**src/hdl/csems_pkg.sv**
```systemverilog
// Shared types, codes and tables for the chipset register file and EMS page mapper.
`default_nettype none

package csems_pkg;

	localparam int PAGE_BYTES_LOG2 = 14;
	localparam int MAX_WINDOWS     = 4;

	// bus access codes
	localparam logic [1:0] CMD_IO_WR = 2'd0;
	localparam logic [1:0] CMD_IO_RD = 2'd1;
	localparam logic [1:0] CMD_MEM   = 2'd2;

	// relocation event codes
	localparam logic [1:0] EV_NONE      = 2'd0;
	localparam logic [1:0] EV_RELOC_ON  = 2'd1;
	localparam logic [1:0] EV_RELOC_OFF = 2'd2;

	localparam logic [15:0] INDEX_PORT = 16'h0022;
	localparam logic [15:0] DATA_PORT  = 16'h0023;

	// register offsets within 0x60..0x6f
	localparam logic [3:0] REG_BANK_A   = 4'ha;
	localparam logic [3:0] REG_EMS_CTL  = 4'hb;
	localparam logic [3:0] REG_BANK_C   = 4'hc;
	localparam logic [3:0] REG_EMS_BASE = 4'hd;
	localparam logic [3:0] REG_EMS_EXT  = 4'he;
	localparam logic [3:0] REG_EMS_SIZE = 4'hf;
	localparam logic [3:0] REG_WINDOW   = 4'h6;  // high nibble of a valid index

	localparam logic [13:0] PAGE_PORT_BASE  = 14'h0208;
	localparam logic [6:0]  FRAME_BASE_PAGE = 7'h30;  // 0xC0000 in 16KB pages

	localparam int EMS_ON_BIT = 4;
	localparam int RELOC_BIT  = 6;

	typedef struct packed {
		logic [1:0]  cmd;
		logic [15:0] io_port;
		logic [7:0]  write_data;
		logic [20:0] mem_addr;
	} req_t;

	typedef struct packed {
		logic [7:0]  read_data;
		logic        claimed;
		logic        ems_hit;
		logic [22:0] phys_addr;
		logic [1:0]  remap_event;
	} rsp_t;

	// register state seen by the page mapper
	typedef struct packed {
		logic       ems_on;
		logic [3:0] frame_sel;
		logic [3:0] port_sel;
		logic [7:0] ext_bits;
		logic [2:0] size_code;
	} regs_view_t;

	typedef struct packed {
		logic unmap_all;
		logic check_all;
	} regs_ctl_t;

	typedef struct packed {
		logic       claimed;
		logic [7:0] rd;
		logic [1:0] ev;
	} regs_rsp_t;

	typedef struct packed {
		logic        claimed;
		logic [7:0]  rd;
		logic        hit;
		logic [22:0] phys;
	} pager_rsp_t;

	function automatic logic [7:0] reg_write_mask(logic [3:0] r);
		logic [7:0] m;
		case (r)
			4'h0: m = 8'h34;
			4'h2: m = 8'h3f;
			4'h3: m = 8'h00;
			4'h4: m = 8'h60;
			4'h6: m = 8'h80;
			4'ha: m = 8'he0;
			4'hc: m = 8'hf0;
			4'hf: m = 8'he6;
			default: m = 8'hff;
		endcase
		return m;
	endfunction

	// revision bits, also the reset value of every register, the banks included
	function automatic logic [7:0] reg_fixed_bits(logic [3:0] r);
		logic [7:0] f;
		case (r)
			4'h0: f = 8'h80;
			4'h4: f = 8'h40;
			default: f = 8'h00;
		endcase
		return f;
	endfunction

	function automatic logic [7:0] layout_bank_a(logic [3:0] code);
		logic [7:0] v;
		case (code)
			4'd1: v = 8'h80;
			4'd2, 4'd5, 4'd9: v = 8'h60;
			4'd3, 4'd4, 4'd6, 4'd7, 4'd10: v = 8'ha0;
			4'd8, 4'd11, 4'd12: v = 8'he0;
			default: v = 8'h00;
		endcase
		return v;
	endfunction

	function automatic logic [7:0] layout_bank_c(logic [3:0] code);
		logic [7:0] v;
		case (code)
			4'd4: v = 8'h80;
			4'd5: v = 8'ha0;
			4'd6: v = 8'hb0;
			4'd7, 4'd11: v = 8'hc0;
			4'd9, 4'd10: v = 8'he0;
			4'd12: v = 8'hf0;
			default: v = 8'h00;
		endcase
		return v;
	endfunction

	// page below the size limit: 32 pages for code 0, 64 for code 1, all 128 above
	function automatic logic page_fits(logic [6:0] page, logic [2:0] size_code);
		logic ok;
		case (size_code)
			3'd0: ok = (page[6:5] == 2'b00);
			3'd1: ok = !page[6];
			default: ok = 1'b1;
		endcase
		return ok;
	endfunction

endpackage

`default_nettype wire

```
**src/hdl/csems_regs.sv**
```systemverilog
// Index/data register file at ports 0x22/0x23 with write masks and layout straps.
`default_nettype none

module csems_regs import csems_pkg::*; (
	input  wire logic       clk,
	input  wire logic       arst_n,
	input  wire req_t       item,
	input  wire logic       fire,
	input  wire logic       cfg_we,
	input  wire logic [3:0] cfg_layout,
	output regs_view_t      view,
	output regs_ctl_t       ctl,
	output regs_rsp_t       res
);

	logic [7:0] reg_index_q;
	logic [7:0] chip_q [16];

	logic       is_io;
	logic       hit_index;
	logic       hit_data;
	logic       in_range;
	logic [3:0] r;
	logic [7:0] old_val;
	logic [7:0] new_val;
	logic [7:0] mask;
	logic       data_wr;

	assign is_io     = (item.cmd == CMD_IO_WR) || (item.cmd == CMD_IO_RD);
	assign hit_index = is_io && (item.io_port == INDEX_PORT);
	assign hit_data  = is_io && (item.io_port == DATA_PORT);
	assign in_range  = (reg_index_q[7:4] == REG_WINDOW);
	assign r         = reg_index_q[3:0];
	assign old_val   = chip_q[r];
	assign mask      = reg_write_mask(r);
	assign new_val   = (old_val & ~mask) | (item.write_data & mask) | reg_fixed_bits(r);
	assign data_wr   = hit_data && (item.cmd == CMD_IO_WR) && in_range;

	always_comb begin
		view.ems_on    = chip_q[REG_EMS_CTL][EMS_ON_BIT];
		view.frame_sel = chip_q[REG_EMS_BASE][7:4];
		view.port_sel  = chip_q[REG_EMS_BASE][3:0];
		view.ext_bits  = chip_q[REG_EMS_EXT];
		view.size_code = chip_q[REG_EMS_SIZE][7:5];
	end

	always_comb begin
		ctl.unmap_all = 1'b0;
		ctl.check_all = 1'b0;
		if (fire && data_wr) begin
			case (r)
				REG_EMS_CTL:  ctl.unmap_all = old_val[EMS_ON_BIT] | item.write_data[EMS_ON_BIT];
				REG_EMS_BASE: ctl.unmap_all = chip_q[REG_EMS_CTL][EMS_ON_BIT];
				REG_EMS_EXT:  ctl.check_all = 1'b1;
				default: ;
			endcase
		end
	end

	always_comb begin
		res.claimed = hit_index || hit_data;
		res.rd      = 8'h00;
		res.ev      = EV_NONE;
		if (item.cmd == CMD_IO_RD) begin
			if (hit_index)
				res.rd = reg_index_q;
			else if (hit_data && in_range)
				res.rd = old_val;
		end
		if (data_wr && (r == REG_EMS_CTL) && (old_val[RELOC_BIT] != item.write_data[RELOC_BIT]))
			res.ev = item.write_data[RELOC_BIT] ? EV_RELOC_ON : EV_RELOC_OFF;
	end

	always_ff @(posedge clk or negedge arst_n) begin
		if (!arst_n) begin
			reg_index_q <= 8'h00;
			for (int i = 0; i < 16; i++)
				chip_q[i] <= reg_fixed_bits(4'(i));
		end else begin
			if (fire && hit_index && (item.cmd == CMD_IO_WR))
				reg_index_q <= item.write_data;
			if (fire && data_wr)
				chip_q[r] <= new_val;
			// strap reload of the bank registers
			if (cfg_we) begin
				chip_q[REG_BANK_A] <= layout_bank_a(cfg_layout);
				chip_q[REG_BANK_C] <= layout_bank_c(cfg_layout);
			end
		end
	end

endmodule

`default_nettype wire

```
**src/hdl/csems_pager.sv**
```systemverilog
// EMS page windows: page port decode, page state and frame address translation.
`default_nettype none

module csems_pager import csems_pkg::*; #(
	parameter int EMS_WINDOWS = 4
) (
	input  wire logic       clk,
	input  wire logic       arst_n,
	input  wire req_t       item,
	input  wire logic       fire,
	input  wire regs_view_t view,
	input  wire regs_ctl_t  ctl,
	output pager_rsp_t      res
);

	localparam int WIN_W = (EMS_WINDOWS > 1) ? $clog2(EMS_WINDOWS) : 1;

	logic [6:0] page_q   [EMS_WINDOWS];
	logic       enable_q [EMS_WINDOWS];
	logic       mapped_q [EMS_WINDOWS];

	logic [13:0]      port_base;
	logic             port_hit;
	logic [WIN_W-1:0] port_win;
	logic             port_wr;
	logic             wr_en;

	logic [6:0]       addr_page;
	logic [6:0]       frame_page;
	logic [6:0]       slot_diff;
	logic             in_frame;
	logic [WIN_W-1:0] slot;
	logic [1:0]       ext;

	// window i answers at base + i*0x4000 and the port after it
	assign port_base = PAGE_PORT_BASE + {6'd0, view.port_sel, 4'd0};
	assign port_win  = item.io_port[PAGE_BYTES_LOG2 +: WIN_W];
	assign port_hit  = view.ems_on
		&& ((item.cmd == CMD_IO_WR) || (item.cmd == CMD_IO_RD))
		&& (item.io_port[13:1] == port_base[13:1])
		&& ({1'b0, item.io_port[15:14]} < 3'(EMS_WINDOWS));
	assign port_wr   = fire && port_hit && (item.cmd == CMD_IO_WR);
	assign wr_en     = item.write_data[7] && page_fits(item.write_data[6:0], view.size_code);

	// frame base is page aligned, so the slot is a difference of page numbers
	assign addr_page  = item.mem_addr[20:PAGE_BYTES_LOG2];
	assign frame_page = FRAME_BASE_PAGE + {3'd0, view.frame_sel};
	assign slot_diff  = addr_page - frame_page;
	assign in_frame   = (addr_page >= frame_page) && (slot_diff < 7'(EMS_WINDOWS));
	assign slot       = slot_diff[WIN_W-1:0];

	always_comb begin
		case (slot_diff[1:0])
			2'd0: ext = view.ext_bits[7:6];
			2'd1: ext = view.ext_bits[5:4];
			2'd2: ext = view.ext_bits[3:2];
			default: ext = view.ext_bits[1:0];
		endcase
	end

	always_comb begin
		res.claimed = port_hit;
		res.rd      = 8'h00;
		res.hit     = 1'b0;
		res.phys    = '0;
		if (port_hit && (item.cmd == CMD_IO_RD))
			res.rd = item.io_port[0] ? 8'hff : {enable_q[port_win], page_q[port_win]};
		if ((item.cmd == CMD_MEM) && view.ems_on && in_frame && mapped_q[slot]) begin
			res.hit  = 1'b1;
			res.phys = {ext, page_q[slot], item.mem_addr[PAGE_BYTES_LOG2-1:0]};
		end
	end

	always_ff @(posedge clk or negedge arst_n) begin
		if (!arst_n) begin
			for (int w = 0; w < EMS_WINDOWS; w++) begin
				page_q[w]   <= 7'd0;
				enable_q[w] <= 1'b0;
				mapped_q[w] <= 1'b0;
			end
		end else if (fire) begin
			for (int w = 0; w < EMS_WINDOWS; w++) begin
				if (port_wr && (port_win == WIN_W'(w))) begin
					page_q[w]   <= item.write_data[6:0];
					enable_q[w] <= wr_en;
					mapped_q[w] <= wr_en;
				end else if (ctl.check_all) begin
					enable_q[w] <= enable_q[w] && page_fits(page_q[w], view.size_code);
					mapped_q[w] <= enable_q[w] && page_fits(page_q[w], view.size_code);
				end else if (ctl.unmap_all) begin
					mapped_q[w] <= 1'b0;
				end
			end
		end
	end

endmodule

`default_nettype wire

```
**src/hdl/chipset_regs_with_ems_paging_unit.sv**
```systemverilog
// Chipset register file with EMS page mapper: top level with input and result registers.
//
// Each item on the req channel is one bus access: an io write, an io read, or a
// memory address to translate. Every item gives exactly one rsp item: io read
// data and claim flag, the EMS hit with its physical offset, and a relocation
// event on writes to register 0x6b.
// An item is taken into the input register, then decoded, applied to the
// register and page state, and written to the result register.
// rsp_valid rises when the item moves from the input register into the result register;
// one item per cycle is sustained while rsp_stall is low. State updates in program order, so each item sees every
// earlier write.
// When rsp_stall holds a result, one more item waits in the input register and
// req_stall rises after that; nothing is dropped.
// The cfg channel loads the memory layout code; the bank registers 0x6a and
// 0x6c take the strap values at that edge. cfg_ready is always high.
// Reset clears the index, the page windows, and puts the registers at their
// revision values with the bank bits of layout code 0.
`default_nettype none

module chipset_regs_with_ems_paging_unit import csems_pkg::*; #(
	parameter int EMS_WINDOWS = 4
) (
	input  wire logic       clk,
	input  wire logic       arst_n,
	input  wire logic       req_valid,
	output logic            req_stall,
	input  wire req_t       req,
	output logic            rsp_valid,
	input  wire logic       rsp_stall,
	output rsp_t            rsp,
	input  wire logic       cfg_valid,
	output logic            cfg_ready,
	input  wire logic [3:0] cfg_data
);

	logic       valid_s1;
	req_t       req_s1;
	logic       rsp_valid_q;
	rsp_t       rsp_q;
	logic       advance;
	logic       take;
	rsp_t       rsp_d;

	regs_view_t view;
	regs_ctl_t  ctl;
	regs_rsp_t  regs_res;
	pager_rsp_t pager_res;

	assign advance   = valid_s1 && (!rsp_valid_q || !rsp_stall);
	assign req_stall = valid_s1 && rsp_valid_q && rsp_stall;
	assign take      = req_valid && !req_stall;
	assign cfg_ready = 1'b1;
	assign rsp_valid = rsp_valid_q;
	assign rsp       = rsp_q;

	csems_regs u_regs (
		.clk        (clk),
		.arst_n     (arst_n),
		.item       (req_s1),
		.fire       (advance),
		.cfg_we     (cfg_valid),
		.cfg_layout (cfg_data),
		.view       (view),
		.ctl        (ctl),
		.res        (regs_res)
	);

	csems_pager #(
		.EMS_WINDOWS (EMS_WINDOWS)
	) u_pager (
		.clk    (clk),
		.arst_n (arst_n),
		.item   (req_s1),
		.fire   (advance),
		.view   (view),
		.ctl    (ctl),
		.res    (pager_res)
	);

	always_comb begin
		rsp_d             = '0;
		rsp_d.remap_event = regs_res.ev;
		rsp_d.ems_hit     = pager_res.hit;
		rsp_d.phys_addr   = pager_res.phys;
		if (regs_res.claimed) begin
			rsp_d.claimed   = 1'b1;
			rsp_d.read_data = regs_res.rd;
		end else if (pager_res.claimed) begin
			rsp_d.claimed   = 1'b1;
			rsp_d.read_data = pager_res.rd;
		end else if (req_s1.cmd == CMD_IO_RD) begin
			rsp_d.read_data = 8'hff;
		end
	end

	always_ff @(posedge clk or negedge arst_n) begin
		if (!arst_n) begin
			valid_s1    <= 1'b0;
			rsp_valid_q <= 1'b0;
		end else begin
			if (take)
				valid_s1 <= 1'b1;
			else if (advance)
				valid_s1 <= 1'b0;
			if (advance)
				rsp_valid_q <= 1'b1;
			else if (!rsp_stall)
				rsp_valid_q <= 1'b0;
		end
	end

	always_ff @(posedge clk) begin
		if (take)
			req_s1 <= req;
		if (advance)
			rsp_q <= rsp_d;
	end

endmodule

`default_nettype wire

```
**config.mk**
```make
export PLATFORM = sky130hd
export DESIGN_NAME = chipset_regs_with_ems_paging_unit
export DESIGN_NICKNAME = d
export VERILOG_FILES = /design/src/hdl/csems_pkg.sv /design/src/hdl/csems_regs.sv /design/src/hdl/csems_pager.sv /design/src/hdl/chipset_regs_with_ems_paging_unit.sv
export SDC_FILE = /design/constraint.sdc
export NUM_CORES = 1
export LEC_CHECK = 0
export BUFFER_PORTS_ARGS = -buffer_cell sky130_fd_sc_hd__buf_2
export CAP_MARGIN = 15
export CORE_MARGIN = 3
export CORE_UTILIZATION = 65
export CTS_CLUSTER_DIAMETER = 80
export DETAILED_ROUTE_END_ITERATION = 7
export GPL_TIMING_DRIVEN = 0
export PLACE_DENSITY = 0.85
export SKIP_LAST_GASP = 1
export SYNTH_ARGS = -nofsm -noshare
export SYNTH_HDL_FRONTEND = slang
export SYNTH_HIERARCHICAL = 1
export SYNTH_SLANG_ARGS = --single-unit
export TNS_END_PERCENT = 10
```
**constraint.sdc**
```tcl
create_clock -name clk -period 15.1 [get_ports clk]
set_input_delay 2.265 -clock clk [delete_from_list [all_inputs] [get_ports clk]]
set_output_delay 2.265 -clock clk [all_outputs]
set_load 0.005 [all_outputs]
```
==> results of run 1 <==
[registers in the layout (all words and copies together), names as in the netlist, 4 cells and up]
register,cells
req_s1,47
rsp,35
u_pager/enable_q,4
u_pager/mapped_q,4
u_pager/page_q,28
u_regs/chip_q,108
u_regs/reg_index_q,8
u_regs/view,20
[metrics by stage]
stage	setup slack (ns)	power, uW	area, sq um
2_1_floorplan	6.85	790	12700
3_3_place_gp	3.60	825	13500
5_1_grt	9.75	1550	14500
4_1_cts	10.03	1510	14500
6_report	9.92	1500	14500
3_5_place_dp	9.54	830	13600
[power groups by stage]
stage                     Sequential, uW  Clock, uW  Combinational [uW]
final                                748        687                69.5
after global placement               762          0                63.1
after CTS                            748        694                70.1
after floorplan                      759          0                31.4
after global routing                 749        722                76.6
after detailed placement             761          0                68.8
[kinds of logic after synthesis]
| kind of cell | after synthesis | share of synthesized area |
|---|---|---|
| buffers and inverters | 100 | 0.0448 |
| muxes | 186 | 0.210 |
| xor gates and xnor gates | 5 | 0.00345 |
| adders and majority gates | 15 | 0.0154 |
| AOI/OAI and AO/OA | 151 | 0.0787 |
| DFF | 256 | 0.537 |
| and+or+nand+nor | 254 | 0.111 |
| other | 1 | 0.000295 |
[worst paths after layout]
| path | from | to | slack (ns) | depth (start not counted) |
|---|---|---|---|---|
| max | rsp_stall | u_pager/mapped_q[3]$_DFFE_PN0P_ | 9.92 | 9 |
| min | u_regs/chip_q[103]$_DFFE_PN0P_ | u_regs/chip_q[103]$_DFFE_PN0P_ | 0.49 | 2 |
| max reg2reg | u_regs/reg_index_q[0]$_DFFE_PN0P_ | u_pager/mapped_q[3]$_DFFE_PN0P_ | 10.82 | 12 |
| min reg2reg | u_regs/chip_q[103]$_DFFE_PN0P_ | u_regs/chip_q[103]$_DFFE_PN0P_ | 0.49 | 2 |
| max in group asynchronous | arst_n | u_pager/page_q[16]$_DFFE_PN0P_ | 12.52 | 2 |
| min in group asynchronous | arst_n | u_regs/chip_q[61]$_DFFE_PN0P_ | 1.68 | 1 |
[final cells by class]
cell class / instances / area [sq um] / area share
Clock buffer: 42 / 792 / 0.0546
Tap cell: 260 / 325 / 0.0224
Sequential cell: 256 / 6820 / 0.470
Inverter: 26 / 97.6 / 0.00673
Clock inverter: 6 / 130 / 0.00898
Timing Repair Buffer: 93 / 528 / 0.0364
Multi-Input combinational cell: 612 / 5330 / 0.368
Buffer: 74 / 472 / 0.0325
[worst max-delay path: cells and delay by family]
family	cells	cell delay, ns
AO/OA/AOI/OAI	5	1.50
buffers and inverters	1	0.13
AND/OR/NAND/NOR	3	1.67
[cells in the mapped netlist, drive strengths merged, types with 2 or more instances]
library cell,number
nor2,79
and2,29
mux2,110
nor3b,3
or3,2
and4,7
inv,26
a32o,4
o21ai,40
o211a,2
buf,58
nor4,14
and3,7
nand2b,11
dfrtp,172
mux4,49
mux2i,27
or2,4
nor4b,6
a21oi,53
nor3,5
edfxtp,82
clkbuf,15
nor2b,20
nand4,6
o22ai,3
o211ai,2
o21a,2
nand2,44
nand3,12
dfstp,2
o31ai,4
ha,14
xor2,4
a21boi,2
a31oi,14
a22o,8
o311ai,2
a211oi,6
[layer usage]
layer / vias to the layer above / part of all wire
met5: - / 0
met3: 99 / 0.093
met1: 4400 / 0.39
li1: 3806 / -
met4: 0 / 0.036
met2: 490 / 0.48
==> flow_metrics.env, run 1 <==
export IMPL_synth_main_ff_cell="dfrtp_1"
export IMPL_vias_per_cell=6.42
export IMPL_ys_ff_latch=256
export IMPL_area_delta_synth_final_pct=14.1
export IMPL_numPortBuffers=90
export IMPL_setup_viol=0
export IMPL_cts_resized=0
export IMPL_grt_usage=0.308
export IMPL_cts_hold_repair_buffers=0
export IMPL_yosys_top_cells_area="dfrtp_1 (34%), edfxtp_1 (19%), mux2_2 (9.0%), mux4_2 (7.4%), nor2_1 (2.3%)"
export IMPL_die_h_um=146
export IMPL_drt_antenna_violating_nets=0
export IMPL_crit_chain="buf_2, a21boi_4, nand4_1, nor4_2, a22o_1, o21ai_0, a32o_1, nor2_1, a21oi_1"
export IMPL_synth_edf_count=82
export IMPL_drt_iter0_markers=957
export IMPL_syn_nets=1039
export IMPL_ios=94
export IMPL_rows=50
export IMPL_die_width_um=146
export IMPL_min_path_type="register to register"
export IMPL_wl_per_cell_um=23.9
export IMPL_timing_hold_ws_ns=0.491
export IMPL_dp_cells=1321
export IMPL_clkTransAtPathRegs_ns=0.06
export IMPL_initial_core_util=0.670
export IMPL_finalNetCount=1160
export IMPL_clock_fmax_mhz=193
export IMPL_cp_slowest_stage_delay_ns=0.99
export IMPL_cap_violations=0
export IMPL_mostFrequentLayoutCell="dfrtp_1"
export IMPL_place_congestion=0.964
export IMPL_layout_common_cells="dfrtp_1 (172), buf_2 (109), mux2_2 (102), edfxtp_1 (82), nor2_1 (79)"
export IMPL_syn_area_per_cell_sq_um=13.1
export IMPL_fin_crit_sh=0.343
export IMPL_drive_gt1_frac=0.341
export IMPL_synthArstFlopShare=0.680
export IMPL_die_area_sq_um=21300
export IMPL_cts_tree="built"
export IMPL_combPwrFrac=0.046
export IMPL_antenna_found_initial=0
export IMPL_synth_top_area_share=0.339
export IMPL_top_usage_layer="met2"
export IMPL_switching_share=0.211
export IMPL_overflow=0
export IMPL_vias=8795
export IMPL_start_kind="primary input"
export IMPL_clockBufferDepth=3
export IMPL_yosysWarnings=6
export IMPL_power_share_clock=0.457
export IMPL_cts_setup_buffers=0
export IMPL_grt_pass1_wl_um=51000
export IMPL_rsz0062_at_grt="no"
export IMPL_fin_setup_tns_ns=0
export IMPL_crit_required_ns=15.51
export IMPL_h_tree_depth=1
export IMPL_drt_total_wl_um=32700
export IMPL_dp_hpwl_um=22400
export IMPL_skew_ns=0.0106
export IMPL_p_switching_uw=317
export IMPL_ir_drop_mv=0.0989
export IMPL_grt_pass1_vias=9038
export IMPL_cpMaxStageDelayCell="nor4_2"
export IMPL_grt_use_met3=0.0626
export IMPL_crit_arrival_ns=5.59
export IMPL_slew_viol_final=0
export IMPL_seq_area_frac_synth=0.537
export IMPL_syn_inst=968
export IMPL_fill_cells=1124
export IMPL_fin_cells=1369
export IMPL_grtUsageMet1=0.420
export IMPL_max_slew_margin_rel=0.237
export IMPL_sequentialPowerShare=0.497
export IMPL_synth_cell_types=78
export IMPL_synth_largest_area_cell="dfrtp_1"
export IMPL_critPathMaxFanout=22
export IMPL_clk_latency_ns=0.53
export IMPL_fin_crit_ns=5.18
export IMPL_dr_pass1_iters=5
export IMPL_p_int_uw=1190
export IMPL_tightestPinTransition_ns=1.14
export IMPL_p_leak_uw=0.00653
export IMPL_cp_end_kind="register"
export IMPL_synth_area_sq_um=12700
export IMPL_drc=0
export IMPL_power_density_cell_area_nw_per_um2=104
export IMPL_grt_max_degree=104
export IMPL_path_class="primary input to register"
export IMPL_final_util=0.765
export IMPL_hold_violations=0
export IMPL_diodes=0
export IMPL_core_area_sq_um=19000
export IMPL_root_buffer="clkbuf_16"
export IMPL_outcome="finished, final reports clean"
export IMPL_cts_sinks=256
export IMPL_cts_buffers_inserted=26
export IMPL_met2_usage=0.498
No activity file was read; power rests on OpenSTA's default activity.
==> run 2: changes to the inputs <==
Settings changed: ABC_AREA from default to 1, CORE_UTILIZATION 65 to 61, PLACE_DENSITY 0.85 to 0.81.
Clock period 15.1 ns to 5.25 ns, I/O delays scaled along.
==> flow_metrics.env, run 2 <==
export IMPL_cts_sinks=256
export IMPL_dr_pass1_iters=8
export IMPL_die_h_um=153
export IMPL_path_class="register to register"
export IMPL_clk_latency_ns=0.55
export IMPL_timing_rr_end="rsp[23]$_DFFE_PP_"
export IMPL_initial_core_util=0.623
export IMPL_seq_area_frac_synth=0.519
export IMPL_h_tree_depth=1
export IMPL_syn_inst=1549
export IMPL_overflow=0
export IMPL_syn_area_per_cell_sq_um=8.49
export IMPL_drt_antenna_violating_nets=0
export IMPL_vias_per_cell=5.72
export IMPL_antenna_found_initial=0
export IMPL_start_kind="register"
export IMPL_crit_arrival_ns=3.13
export IMPL_p_int_uw=3280
export IMPL_cts_hold_repair_buffers=0
export IMPL_met2_usage=0.489
export IMPL_area_delta_synth_final_pct=13.2
export IMPL_grt_pass1_vias=10800
export IMPL_min_path_type="primary input to async pin"
export IMPL_combPwrFrac=0.061
export IMPL_rsz0062_at_grt="no"
export IMPL_crit_required_ns=5.52
export IMPL_clockBufferDepth=3
export IMPL_skew_ns=0.0205
export IMPL_synth_cell_types=47
export IMPL_synthArstFlopShare=0.680
export IMPL_outcome="finished, final reports clean"
export IMPL_ios=94
export IMPL_tightestPinTransition_ns=0.983
export IMPL_syn_nets=1620
export IMPL_regMostFlops="u_regs/chip_q"
export IMPL_drive_gt1_frac=0.190
export IMPL_clock_fmax_mhz=350
export IMPL_cts_buffers_inserted=27
export IMPL_drt_iter0_markers=1344
export IMPL_cts_resized=0
export IMPL_drt_total_wl_um=37200
export IMPL_finalNetCount=1742
export IMPL_synth_edf_count=82
export IMPL_synth_largest_area_cell="dfrtp_1"
export IMPL_timing_hold_ws_ns=0.152
export IMPL_dp_hpwl_um=26200
export IMPL_power_share_clock=0.434
export IMPL_numPortBuffers=91
export IMPL_die_area_sq_um=23400
export IMPL_max_slew_margin_rel=0.343
export IMPL_cap_violations=0
export IMPL_cts_tree="built"
export IMPL_ir_drop_mv=0.350
export IMPL_largest_reg_flops=108
export IMPL_slew_viol_final=0
export IMPL_wl_per_cell_um=18.9
export IMPL_ff2ff_path_depth=12
export IMPL_p_leak_uw=0.00719
export IMPL_die_width_um=153
export IMPL_drc=0
export IMPL_synth_top_area_share=0.327
export IMPL_fin_crit_sh=0.545
export IMPL_p_total_uw=4300
export IMPL_root_buffer="clkbuf_16"
export IMPL_layout_common_cells="nand2_1 (368), nor2_1 (209), dfrtp_1 (172), inv_1 (162), o21ai_0 (133)"
export IMPL_grt_usage=0.313
export IMPL_grt_max_degree=118
export IMPL_place_congestion=0.961
export IMPL_diodes=0
export IMPL_r2r_slack_ns=2.39
export IMPL_r2r_start="u_regs/view[15]$_DFFE_PN0P_"
export IMPL_power_density_cell_area_nw_per_um2=289
export IMPL_hold_violations=0
export IMPL_fin_setup_tns_ns=0
export IMPL_p_switching_uw=1030
export IMPL_clkTransAtPathRegs_ns=0.06
export IMPL_yosysMostFrequentCell="nand2_1"
export IMPL_cp_end_kind="register"
export IMPL_synth_main_ff_cell="dfrtp_1"
export IMPL_cts_setup_buffers=0
export IMPL_critPathMaxFanout=10
export IMPL_sequentialPowerShare=0.505
export IMPL_synthTopCellsByCount="nand2_1 (368), nor2_1 (210), dfrtp_1 (172)"
export IMPL_grt_pass1_wl_um=58200
export IMPL_ys_ff_latch=256
export IMPL_top_usage_layer="met2"
export IMPL_core_area_sq_um=21100
export IMPL_mostFrequentLayoutCell="nand2_1"
export IMPL_setup_viol=0
export IMPL_yosys_top_cells_area="dfrtp_1 (33%), edfxtp_1 (19%), nand2_1 (11%), nor2_1 (6.0%), o21ai_0 (5.1%)"
export IMPL_rows=53
export IMPL_vias=11200
export IMPL_grtUsageMet1=0.438
export IMPL_fin_crit_ns=2.86
export IMPL_grt_use_met3=0.0728
export IMPL_yosysWarnings=6
export IMPL_fill_cells=1609
export IMPL_synth_area_sq_um=13100
export IMPL_switching_share=0.238
[run 2: cell count changes after synthesis, sizes merged, moves of 21 or more]
| cell | previous run | this run |
|---|---|---|
| inv | 26 | 186 |
| o21ai | 40 | 220 |
| and2 | 29 | 0 |
| nand2 | 44 | 382 |
| a21oi | 53 | 76 |
| nand3 | 12 | 33 |
| mux2 | 110 | 0 |
| mux2i | 27 | 0 |
| mux4 | 49 | 0 |
| nor2 | 79 | 233 |
[run 2: final cells by class]
class,instances,area [sq um],area share
Sequential cell,256,6820,0.458
Multi-Input combinational cell,1027,5030,0.338
Clock buffer,36,749,0.0504
Inverter,187,709,0.0477
Buffer,79,594,0.0399
Timing Repair Buffer,93,513,0.0345
Tap cell,275,344,0.0231
Clock inverter,14,121,0.00815
[run 2: cells by family (layout without fill, tap and decap cells)]
| group | after synthesis | after routing | synth area share |
|---|---|---|---|
| AO/OA/AOI/OAI | 340 | 340 | 0.145 |
| flip-flops | 256 | 256 | 0.519 |
| other | 1 | 1 | 0.000285 |
| AND/OR/NAND/NOR | 671 | 671 | 0.222 |
| adder cells (fa/ha/maj) | 15 | 15 | 0.0148 |
| buffers and inverters | 266 | 409 | 0.0992 |
[run 2: how the worst max path moves through the flow]
stage	startpoint	to	slack, ns	cells past startpoint
floorplan	rsp_stall	u_pager/mapped_q[0]$_DFFE_PN0P_	1.29	14
global placement	rsp_stall	u_regs/chip_q[50]$_DFFE_PN0P_	-0.002	12
detailed placement	rsp_stall	u_regs/chip_q[51]$_DFFE_PN0P_	2.08	13
CTS	u_regs/view[15]$_DFFE_PN0P_	rsp[23]$_DFFE_PP_	2.43	12
global route	u_regs/view[15]$_DFFE_PN0P_	rsp[23]$_DFFE_PP_	2.29	12
finish	u_regs/view[15]$_DFFE_PN0P_	rsp[23]$_DFFE_PP_	2.39	12
[run 2: critical path, stage by stage, from the launching register on]
cell	delay, ns
dfrtp_1	0.44
buf_4	0.16
ha_1	0.19
inv_2	0.06
fa_1	0.45
inv_2	0.10
nand2_1	0.21
o22ai_1	0.23
nor3_1	0.06
nor2b_1	0.15
nand3_2	0.16
buf_2	0.29
nor2_1	0.09
[run 2: metrics by stage]
stage               utilization  std cells  setup slack [ns]  cell area, sq um
floorplan                     -       1549              1.29             13100
global placement          0.661       1915          -0.00244             13900
detailed placement        0.664       1917              2.08             14000
CTS                       0.706       1967              2.43             14900
global route              0.706       1967              2.29             14900
finish                    0.706       1967              2.39             14900
[run 2: power groups by stage]
stage | Clock, uW | Combinational [uW] | Sequential (uW)
floorplan | 0 | 124 | 2200
global placement | 0 | 241 | 2210
detailed placement | 0 | 260 | 2210
CTS | 1880 | 263 | 2170
global route | 1970 | 291 | 2180
finish | 1870 | 264 | 2170
[run 2: per-layer routing]
layer / wire, um / share of wire
met5: 0 / 0
met4: 1380 / 0.037
met3: 3690 / 0.099
met2: 16900 / 0.45
met1: 15200 / 0.41
